### src/hw/rtl/btpc_pkg.sv
// Shared types and constants of the barometric compensation core.
package btpc_pkg;

	localparam int RAW_W   = 24;
	localparam int COEF_W  = 16;
	localparam int VALUE_W = 32;
	localparam int ADDR_W  = 3;

	localparam logic [ADDR_W-1:0] REG_C1 = 3'd0;
	localparam logic [ADDR_W-1:0] REG_C2 = 3'd1;
	localparam logic [ADDR_W-1:0] REG_C3 = 3'd2;
	localparam logic [ADDR_W-1:0] REG_C4 = 3'd3;
	localparam logic [ADDR_W-1:0] REG_C5 = 3'd4;
	localparam logic [ADDR_W-1:0] REG_C6 = 3'd5;

	localparam logic FUNC_TEMP  = 1'b0;
	localparam logic FUNC_PRESS = 1'b1;

	typedef enum logic [3:0] {
		ST_IDLE,
		ST_T_MC6,
		ST_T_MC4,
		ST_T_MC3,
		ST_T_MDT,
		ST_T_MD,
		ST_T_ME,
		ST_T_CORR,
		ST_T_DONE,
		ST_P_LO,
		ST_P_HI,
		ST_P_ACC,
		ST_P_DIV,
		ST_P_SUB,
		ST_P_DONE
	} state_t;

	typedef enum logic [3:0] {
		OP_NONE,
		OP_LOAD,
		OP_T_MC6,
		OP_T_MC4,
		OP_T_MC3,
		OP_T_MDT,
		OP_T_MD,
		OP_T_ME,
		OP_T_CORR,
		OP_T_DONE,
		OP_P_LO,
		OP_P_HI,
		OP_P_ACC,
		OP_P_DIV,
		OP_P_SUB,
		OP_P_DONE
	} op_t;

	typedef struct packed {
		op_t op;
	} cmd_t;

endpackage

### src/hw/rtl/baro_temp_pressure_compensation_core.sv
// Top level of the barometric temperature and pressure compensation core.
// One request is in work at a time; temperature and pressure requests each step through
// their own sequence of passes through the one shared 26 by 26 bit multiplier.
// A finished result waits in the output register while the next request is taken.
// The asynchronous reset clears the coefficients, the stored offset and sensitivity, and control.
module baro_temp_pressure_compensation_core import btpc_pkg::*; (
	input  logic               clk,
	input  logic               arst_n,
	input  logic               s_tvalid,
	output logic               s_tready,
	input  logic [RAW_W-1:0]   s_tdata,   // raw_sample
	input  logic               s_tuser,   // func
	output logic               m_tvalid,
	input  logic               m_tready,
	output logic [VALUE_W-1:0] m_tdata,   // value
	output logic               m_tuser,   // kind
	input  logic               cfg_we,
	input  logic [ADDR_W-1:0]  cfg_addr,
	input  logic [COEF_W-1:0]  cfg_wdata
);

	cmd_t cmd;

	btpc_ctrl u_ctrl (
		.clk      (clk),
		.arst_n   (arst_n),
		.s_tvalid (s_tvalid),
		.s_tready (s_tready),
		.s_tuser  (s_tuser),
		.m_tvalid (m_tvalid),
		.m_tready (m_tready),
		.cmd      (cmd)
	);

	btpc_dp u_dp (
		.clk       (clk),
		.arst_n    (arst_n),
		.cmd       (cmd),
		.raw_in    (s_tdata),
		.cfg_we    (cfg_we),
		.cfg_addr  (cfg_addr),
		.cfg_wdata (cfg_wdata),
		.out_kind  (m_tuser),
		.out_value (m_tdata)
	);

endmodule

### src/hw/rtl/btpc_ctrl.sv
// Sequencer that steps the datapath through the temperature and pressure computations.
module btpc_ctrl import btpc_pkg::*; (
	input  logic clk,
	input  logic arst_n,
	input  logic s_tvalid,
	output logic s_tready,
	input  logic s_tuser,
	output logic m_tvalid,
	input  logic m_tready,
	output cmd_t cmd
);

	state_t state_q;
	state_t state_d;
	logic   out_valid_q;
	logic   out_free;
	logic   done_fire;

	assign out_free = !out_valid_q || m_tready;
	assign s_tready = (state_q == ST_IDLE);
	assign m_tvalid = out_valid_q;

	always_ff @(posedge clk or negedge arst_n) begin
		if (!arst_n) begin
			state_q     <= ST_IDLE;
			out_valid_q <= 1'b0;
		end else begin
			state_q <= state_d;
			if (done_fire) begin
				out_valid_q <= 1'b1;
			end else if (m_tready) begin
				out_valid_q <= 1'b0;
			end
		end
	end

	always_comb begin
		state_d   = state_q;
		cmd.op    = OP_NONE;
		done_fire = 1'b0;
		case (state_q)
			ST_IDLE: begin
				if (s_tvalid) begin
					cmd.op  = OP_LOAD;
					state_d = (s_tuser == FUNC_PRESS) ? ST_P_LO : ST_T_MC6;
				end
			end
			ST_T_MC6: begin
				cmd.op  = OP_T_MC6;
				state_d = ST_T_MC4;
			end
			ST_T_MC4: begin
				cmd.op  = OP_T_MC4;
				state_d = ST_T_MC3;
			end
			ST_T_MC3: begin
				cmd.op  = OP_T_MC3;
				state_d = ST_T_MDT;
			end
			ST_T_MDT: begin
				cmd.op  = OP_T_MDT;
				state_d = ST_T_MD;
			end
			ST_T_MD: begin
				cmd.op  = OP_T_MD;
				state_d = ST_T_ME;
			end
			ST_T_ME: begin
				cmd.op  = OP_T_ME;
				state_d = ST_T_CORR;
			end
			ST_T_CORR: begin
				cmd.op  = OP_T_CORR;
				state_d = ST_T_DONE;
			end
			ST_T_DONE: begin
				if (out_free) begin
					cmd.op    = OP_T_DONE;
					done_fire = 1'b1;
					state_d   = ST_IDLE;
				end
			end
			ST_P_LO: begin
				cmd.op  = OP_P_LO;
				state_d = ST_P_HI;
			end
			ST_P_HI: begin
				cmd.op  = OP_P_HI;
				state_d = ST_P_ACC;
			end
			ST_P_ACC: begin
				cmd.op  = OP_P_ACC;
				state_d = ST_P_DIV;
			end
			ST_P_DIV: begin
				cmd.op  = OP_P_DIV;
				state_d = ST_P_SUB;
			end
			ST_P_SUB: begin
				cmd.op  = OP_P_SUB;
				state_d = ST_P_DONE;
			end
			ST_P_DONE: begin
				if (out_free) begin
					cmd.op    = OP_P_DONE;
					done_fire = 1'b1;
					state_d   = ST_IDLE;
				end
			end
			default: begin
				state_d = ST_IDLE;
			end
		endcase
	end

endmodule

### src/hw/rtl/btpc_dp.sv
// Datapath with coefficient registers, a shared multiplier and the compensation arithmetic.
module btpc_dp import btpc_pkg::*; (
	input  logic                clk,
	input  logic                arst_n,
	input  cmd_t                cmd,
	input  logic [RAW_W-1:0]    raw_in,
	input  logic                cfg_we,
	input  logic [ADDR_W-1:0]   cfg_addr,
	input  logic [COEF_W-1:0]   cfg_wdata,
	output logic                out_kind,
	output logic [VALUE_W-1:0]  out_value
);

	logic [COEF_W-1:0] c1_q, c2_q, c3_q, c4_q, c5_q, c6_q;

	logic [RAW_W-1:0]    raw_q;
	logic signed [24:0]  dt_q;
	logic signed [19:0]  temp_q;
	logic signed [19:0]  t2_q;
	logic signed [47:0]  off_q;
	logic signed [47:0]  sens_q;
	logic signed [47:0]  off2_q;
	logic signed [47:0]  sens2_q;
	logic signed [47:0]  off_st_q;
	logic signed [47:0]  sens_st_q;
	logic signed [72:0]  acc_q;
	logic signed [51:0]  quo_q;
	logic signed [52:0]  diff_q;
	logic signed [51:0]  prod_q;
	logic                out_kind_q;
	logic [VALUE_W-1:0]  out_value_q;

	logic signed [25:0]  mul_a;
	logic signed [25:0]  mul_b;
	logic signed [20:0]  d_w;
	logic signed [20:0]  e_w;
	logic                lt_ref;
	logic                lt_low;
	logic signed [54:0]  prod5;
	logic signed [54:0]  prod7;
	logic signed [54:0]  prod11;
	logic signed [72:0]  acc_bias;
	logic signed [52:0]  diff_bias;
	logic signed [52:0]  press_w;

	function automatic logic signed [51:0] shr_trunc(input logic signed [51:0] x,
		input logic [5:0] sh);
		logic signed [51:0] bias;
		bias = x[51] ? ((52'sd1 <<< sh) - 52'sd1) : 52'sd0;
		return (x + bias) >>> sh;
	endfunction

	assign d_w    = $signed({temp_q[19], temp_q}) - 21'sd2000;
	assign e_w    = $signed({temp_q[19], temp_q}) + 21'sd1500;
	assign lt_ref = (temp_q < 20'sd2000);
	assign lt_low = (temp_q < -20'sd1500);

	assign prod5  = (55'(prod_q) <<< 2) + 55'(prod_q);
	assign prod7  = (55'(prod_q) <<< 3) - 55'(prod_q);
	assign prod11 = (55'(prod_q) <<< 3) + (55'(prod_q) <<< 1) + 55'(prod_q);

	assign acc_bias  = acc_q[72] ? 73'sd2097151 : 73'sd0;
	assign diff_bias = diff_q[52] ? 53'sd32767 : 53'sd0;
	assign press_w   = (diff_q + diff_bias) >>> 15;

	always_comb begin
		mul_a = '0;
		mul_b = '0;
		case (cmd.op)
			OP_T_MC6: begin
				mul_a = $signed({dt_q[24], dt_q});
				mul_b = $signed({10'd0, c6_q});
			end
			OP_T_MC4: begin
				mul_a = $signed({dt_q[24], dt_q});
				mul_b = $signed({10'd0, c4_q});
			end
			OP_T_MC3: begin
				mul_a = $signed({dt_q[24], dt_q});
				mul_b = $signed({10'd0, c3_q});
			end
			OP_T_MDT: begin
				mul_a = $signed({dt_q[24], dt_q});
				mul_b = $signed({dt_q[24], dt_q});
			end
			OP_T_MD: begin
				mul_a = $signed({{5{d_w[20]}}, d_w});
				mul_b = $signed({{5{d_w[20]}}, d_w});
			end
			OP_T_ME: begin
				mul_a = $signed({{5{e_w[20]}}, e_w});
				mul_b = $signed({{5{e_w[20]}}, e_w});
			end
			OP_P_LO: begin
				mul_a = $signed({2'd0, raw_q});
				mul_b = $signed({2'd0, sens_st_q[23:0]});
			end
			OP_P_HI: begin
				mul_a = $signed({2'd0, raw_q});
				mul_b = $signed({{2{sens_st_q[47]}}, sens_st_q[47:24]});
			end
			default: begin
				mul_a = '0;
				mul_b = '0;
			end
		endcase
	end

	always_ff @(posedge clk or negedge arst_n) begin
		if (!arst_n) begin
			c1_q      <= '0;
			c2_q      <= '0;
			c3_q      <= '0;
			c4_q      <= '0;
			c5_q      <= '0;
			c6_q      <= '0;
			off_st_q  <= '0;
			sens_st_q <= '0;
		end else begin
			if (cfg_we) begin
				case (cfg_addr)
					REG_C1: c1_q <= cfg_wdata;
					REG_C2: c2_q <= cfg_wdata;
					REG_C3: c3_q <= cfg_wdata;
					REG_C4: c4_q <= cfg_wdata;
					REG_C5: c5_q <= cfg_wdata;
					REG_C6: c6_q <= cfg_wdata;
					default: begin
					end
				endcase
			end
			if (cmd.op == OP_T_DONE) begin
				off_st_q  <= off_q - off2_q;
				sens_st_q <= sens_q - sens2_q;
			end
		end
	end

	always_ff @(posedge clk) begin
		prod_q <= mul_a * mul_b;
		case (cmd.op)
			OP_LOAD: begin
				raw_q <= raw_in;
				dt_q  <= $signed({1'b0, raw_in}) - $signed({1'b0, c5_q, 8'd0});
			end
			OP_T_MC4: begin
				temp_q <= 20'(shr_trunc(prod_q, 6'd23) + 52'sd2000);
			end
			OP_T_MC3: begin
				off_q <= 48'(shr_trunc(prod_q, 6'd7) + $signed({20'd0, c2_q, 16'd0}));
			end
			OP_T_MDT: begin
				sens_q <= 48'(shr_trunc(prod_q, 6'd8) + $signed({21'd0, c1_q, 15'd0}));
			end
			OP_T_MD: begin
				t2_q <= lt_ref ? 20'(prod_q >>> 31) : 20'sd0;
			end
			OP_T_ME: begin
				off2_q  <= lt_ref ? 48'(prod5 >>> 1) : 48'sd0;
				sens2_q <= lt_ref ? 48'(prod5 >>> 2) : 48'sd0;
			end
			OP_T_CORR: begin
				if (lt_low) begin
					off2_q  <= off2_q + 48'(prod7);
					sens2_q <= sens2_q + 48'(prod11 >>> 1);
				end
			end
			OP_T_DONE: begin
				out_kind_q  <= FUNC_TEMP;
				out_value_q <= 32'($signed({temp_q[19], temp_q}) - $signed({t2_q[19], t2_q}));
			end
			OP_P_HI: begin
				acc_q <= 73'(prod_q);
			end
			OP_P_ACC: begin
				acc_q <= acc_q + (73'(prod_q) <<< 24);
			end
			OP_P_DIV: begin
				quo_q <= 52'((acc_q + acc_bias) >>> 21);
			end
			OP_P_SUB: begin
				diff_q <= 53'(quo_q) - 53'(off_st_q);
			end
			OP_P_DONE: begin
				out_kind_q <= FUNC_PRESS;
				if (press_w > 53'sd2147483647) begin
					out_value_q <= 32'h7fff_ffff;
				end else if (press_w < -53'sd2147483648) begin
					out_value_q <= 32'h8000_0000;
				end else begin
					out_value_q <= press_w[31:0];
				end
			end
			default: begin
			end
		endcase
	end

	assign out_kind  = out_kind_q;
	assign out_value = out_value_q;

endmodule

### config.mk
export PLATFORM = sky130hd
export DESIGN_NAME = baro_temp_pressure_compensation_core
export DESIGN_NICKNAME = d
export VERILOG_FILES = /design/src/hw/rtl/btpc_pkg.sv /design/src/hw/rtl/baro_temp_pressure_compensation_core.sv /design/src/hw/rtl/btpc_ctrl.sv /design/src/hw/rtl/btpc_dp.sv
export SDC_FILE = /design/constraint.sdc
export NUM_CORES = 2
export LEC_CHECK = 0
export BUFFER_PORTS_ARGS = -buffer_cell sky130_fd_sc_hd__buf_2
export CORE_MARGIN = 2
export CORE_UTILIZATION = 50
export DETAILED_ROUTE_END_ITERATION = 10
export PLACE_DENSITY = 0.68
export SYNTH_ARGS = -nofsm -noshare
export SYNTH_HDL_FRONTEND = slang
export SYNTH_SLANG_ARGS = --single-unit
### constraint.sdc
create_clock -name clk -period 9.61 [get_ports clk]
set_input_delay 0.4805 -clock clk [delete_from_list [all_inputs] [get_ports clk]]
set_output_delay 0.4805 -clock clk [all_outputs]
set_load 0.01 [all_outputs]
==> key figures <==
Floorplanning
  – Die height: 402 um
  – DIE AREA: 162000 um^2
  – Initial Utilization: 50.2%
  – # rows: 146
  – Die width: 402 um
  – I/O Pins: 84
  – Core box area: 158000 um^2

STA
  – Slew @ Worst Pin: 1.45 ns
  – Final Hold Viols: 0
  – Final setup violation count: 0
  – Sum of negative setup slack: 0 ns
  – Rel. slew slack: 3.48%
  – Layout Skew: 0.0433 ns
  – RSZ-0062 raised after global routing: false
  – Peak Freq: 106 MHz
  – Final min period: 9.40 ns
  – Max Slew Vio Count: 0
  – Final period util: 97.8%

Final layout
  – Nets: 10.5k
  – Share of cells above drive strength 1: 9.52%
  – Area Overhead vs Synth: 11.7%
  – Finished Cell Area: 88600 um^2
  – Commonest non-fill, non-tap cell in the layout: inv_1
  – Most frequent cells in the layout: inv_1 (1228), nand2_1 (937), fa_1 (793)
  – Fillers: 14.1k

Yosys
  – Mux cell area share after synthesis: 1.46%
  – Synth Flop Type: edfxtp_1
  – Syn Nets: 10.1k
  – Synth Area per Inst: 9.22 um^2
  – Synth Register Bits: 728
  – Synth Area in Adders: 30.5%
  – Yosys cell types: 96
  – Synth Area in Simple Gates: 13.4%
  – EDFF count, synth: 479
  – XOR/XNOR Fraction of Synth Area: 7.60%
  – Largest family of logic cells by synthesized area: adder cells
  – Syn Std Cell Area: 79300 um^2
  – Syn. warnings: 0
  – Register area share after synthesis: 25.7%
  – Compound-cell area share of the yosys netlist: 14.3%
  – Cell count after synthesis: 8599
  – Async SR Flop Fraction: 27.1%

Worst setup path
  – Crit path top cell by count: fa_1
  – Kind of critical path: reg -> reg
  – Startpoint Class: flip-flop
  – WP data arrival: 9.97 ns
  – CP peak stage delay: 1.27 ns
  – Maximum fanout along the worst path: 11
  – CP max-delay cell: a222oi_1
  – CP required: 10.18 ns
  – Setup crit end kind: flip-flop
  – FF-to-FF path depth: 31

Routing
  – Antenna viol nets, final: 0
  – Vias per Instance: 5.92
  – First-pass detailed-route iteration total: 7
  – DR vias: 65.9k
  – Post-Route WL: 281 mm
  – 1st-iter DRT viols: 7386
  – DRC viols: 0
  – WL/cell: 25.3 um

GRT
  – Initial antenna violation count: 11
  – Total track usage: 34.9%
  – Largest net degree at the start of global routing: 96
  – First-pass GRT wire length: 417 mm
  – Vias in the first global route: 64.5k
  – Total grt overflow: 0

Clock tree
  – Clk root buf: clkbuf_16
  – CTS tree: built
  – CTS sink count: 728
  – Num CTS Buffers: 91
  – Worst-path clk slew: 0.06 ns
  – Worst-Skew Late Latency: 0.74 ns
  – # H-tree levels: 3
  – Clk buf depth: 3

Place
  – # port buffers: 83
  – Dpl cell area: 85200 um^2
  – Post-DP HPWL: 230 mm
  – Placer congestion estimate: 1.06

Outcome
  – Outcome: complete, no violations

Hold path
  – Worst Hold Class: in -> reg
  – Hold path depth: 1

Run
  – Max_cap viols: 0
path summary, 6_finish.rpt:
kind / end / slack (ns) / from
max in group asynchronous: u_dp.sens_st_q[23]$_DFFE_PN0P_ / 7.81 / arst_n
setup / recovery: u_dp.prod_q[51]$_DFF_P_ / 0.21 / u_ctrl.state_q[3]$_DFFE_PN0P_
hold / removal: u_dp.dt_q[3]$_DFFE_PN_ / 0.03 / s_tdata[3]
hold reg to reg: u_dp.sens_st_q[28]$_DFFE_PN0P_ / 0.48 / u_dp.sens_st_q[28]$_DFFE_PN0P_
setup reg to reg: u_dp.prod_q[51]$_DFF_P_ / 0.21 / u_ctrl.state_q[3]$_DFFE_PN0P_
min in group asynchronous: u_dp.c2_q[15]$_DFFE_PN0P_ / 0.38 / arst_n
cell usage after synthesis, drive strengths merged, types with 197 or more instances:
library cell,n,share of area (%)
inv,1231,5.8
nand2,942,4.5
fa,795,20
ha,659,10
nor2,593,2.8
o21ai,497,3.1
a21oi,486,3.1
edfxtp,479,18
xnor2,470,5.2
a21o,257,2.4
clkbuf,238,1.1
xor2,218,2.4
dfrtp,197,6.2
sequential cells by signal (all words and copies together), names as in the netlist, 20 cells and up:
signal and count:
u_dp.sens2_q 48, u_dp.temp_q 20, u_dp.dt_q 25, u_dp.off_q 46
u_dp.diff_q 53, u_dp.off_st_q 48, u_dp.off2_q 48, u_dp.t2_q 20
u_dp.quo_q 52, u_dp.sens_q 45, u_dp.sens_st_q 48, u_dp.acc_q 73
u_dp.out_value 32, u_dp.prod_q 52
stage by stage:
stage | instances | util (%) | worst slack, ns | hold slack (ns)
detailed placement | 10900 | 53.9 | -0.128 | 0.468
global route | 11100 | 56.0 | 0.00304 | 0.00603
global placement | 10900 | 53.9 | -0.0468 | 0.459
floorplan | 8599 | - | 0.0244 | 0.185
finish | 11100 | 56.1 | 0.213 | 0.0317
CTS | 11100 | 55.9 | 0.0229 | 0.000912
repair_timing:
action | in CTS | in global routing
endpoints found under the hold margin | 94 | 0
gates resized for setup | 3 | 50
buffers inserted | 0 | 6
setup endpoints to repair | 4 | 16
hold buffers | 15 | 0
pin swaps | 0 | 8
cloned | 0 | 0
area by class of cell:
| class | count | area [um^2] | area share [%] |
|---|---|---|---|
| diodes | 12 | 30.0 | 0.0339 |
| flip-flops and latches | 728 | 20400 | 23.0 |
| inverters | 1234 | 4630 | 5.23 |
| clock inverters | 41 | 464 | 0.524 |
| repair buffers | 528 | 4270 | 4.82 |
| multi-input cells | 6377 | 53700 | 60.6 |
| clock buffers | 130 | 2520 | 2.84 |
| well taps | 2072 | 2590 | 2.93 |
cell families (layout without fill, tap and decap cells):
logic type	Yosys count	after routing
buffers and inverters	1494	1933
AND/OR/NAND/NOR	2328	2328
other	0	12
XOR/XNOR	688	688
AO/OA/AOI/OAI	1801	1801
flip-flops	728	728
adder cells (fa/ha/maj)	1455	1455
multiplexers	105	105
worst max-delay path: cells and delay by family (launching register included):
| family | cells | cell delay (ns) |
|---|---|---|
| buffers and inverters | 8 | 1.00 |
| flip-flops | 1 | 0.44 |
| AO/OA/AOI/OAI | 11 | 3.29 |
| XOR/XNOR | 1 | 0.14 |
| adder cells (fa/ha/maj) | 8 | 3.83 |
| AND/OR/NAND/NOR | 3 | 0.46 |
metal layers:
| layer | share of wire, % | vias to the layer above | GRT usage (%) |
|---|---|---|---|
| li1 | - | 29600 | - |
| met1 | 43 | 32500 | 50.4 |
| met2 | 42 | 3256 | 50.1 |
| met3 | 11 | 469 | 8.34 |
| met4 | 4.6 | 6 | 14.2 |
| met5 | 0.066 | - | 0.654 |
Power is not shown: default switching activity piles up to over one toggle a cycle in this logic, so the estimate is an artifact.
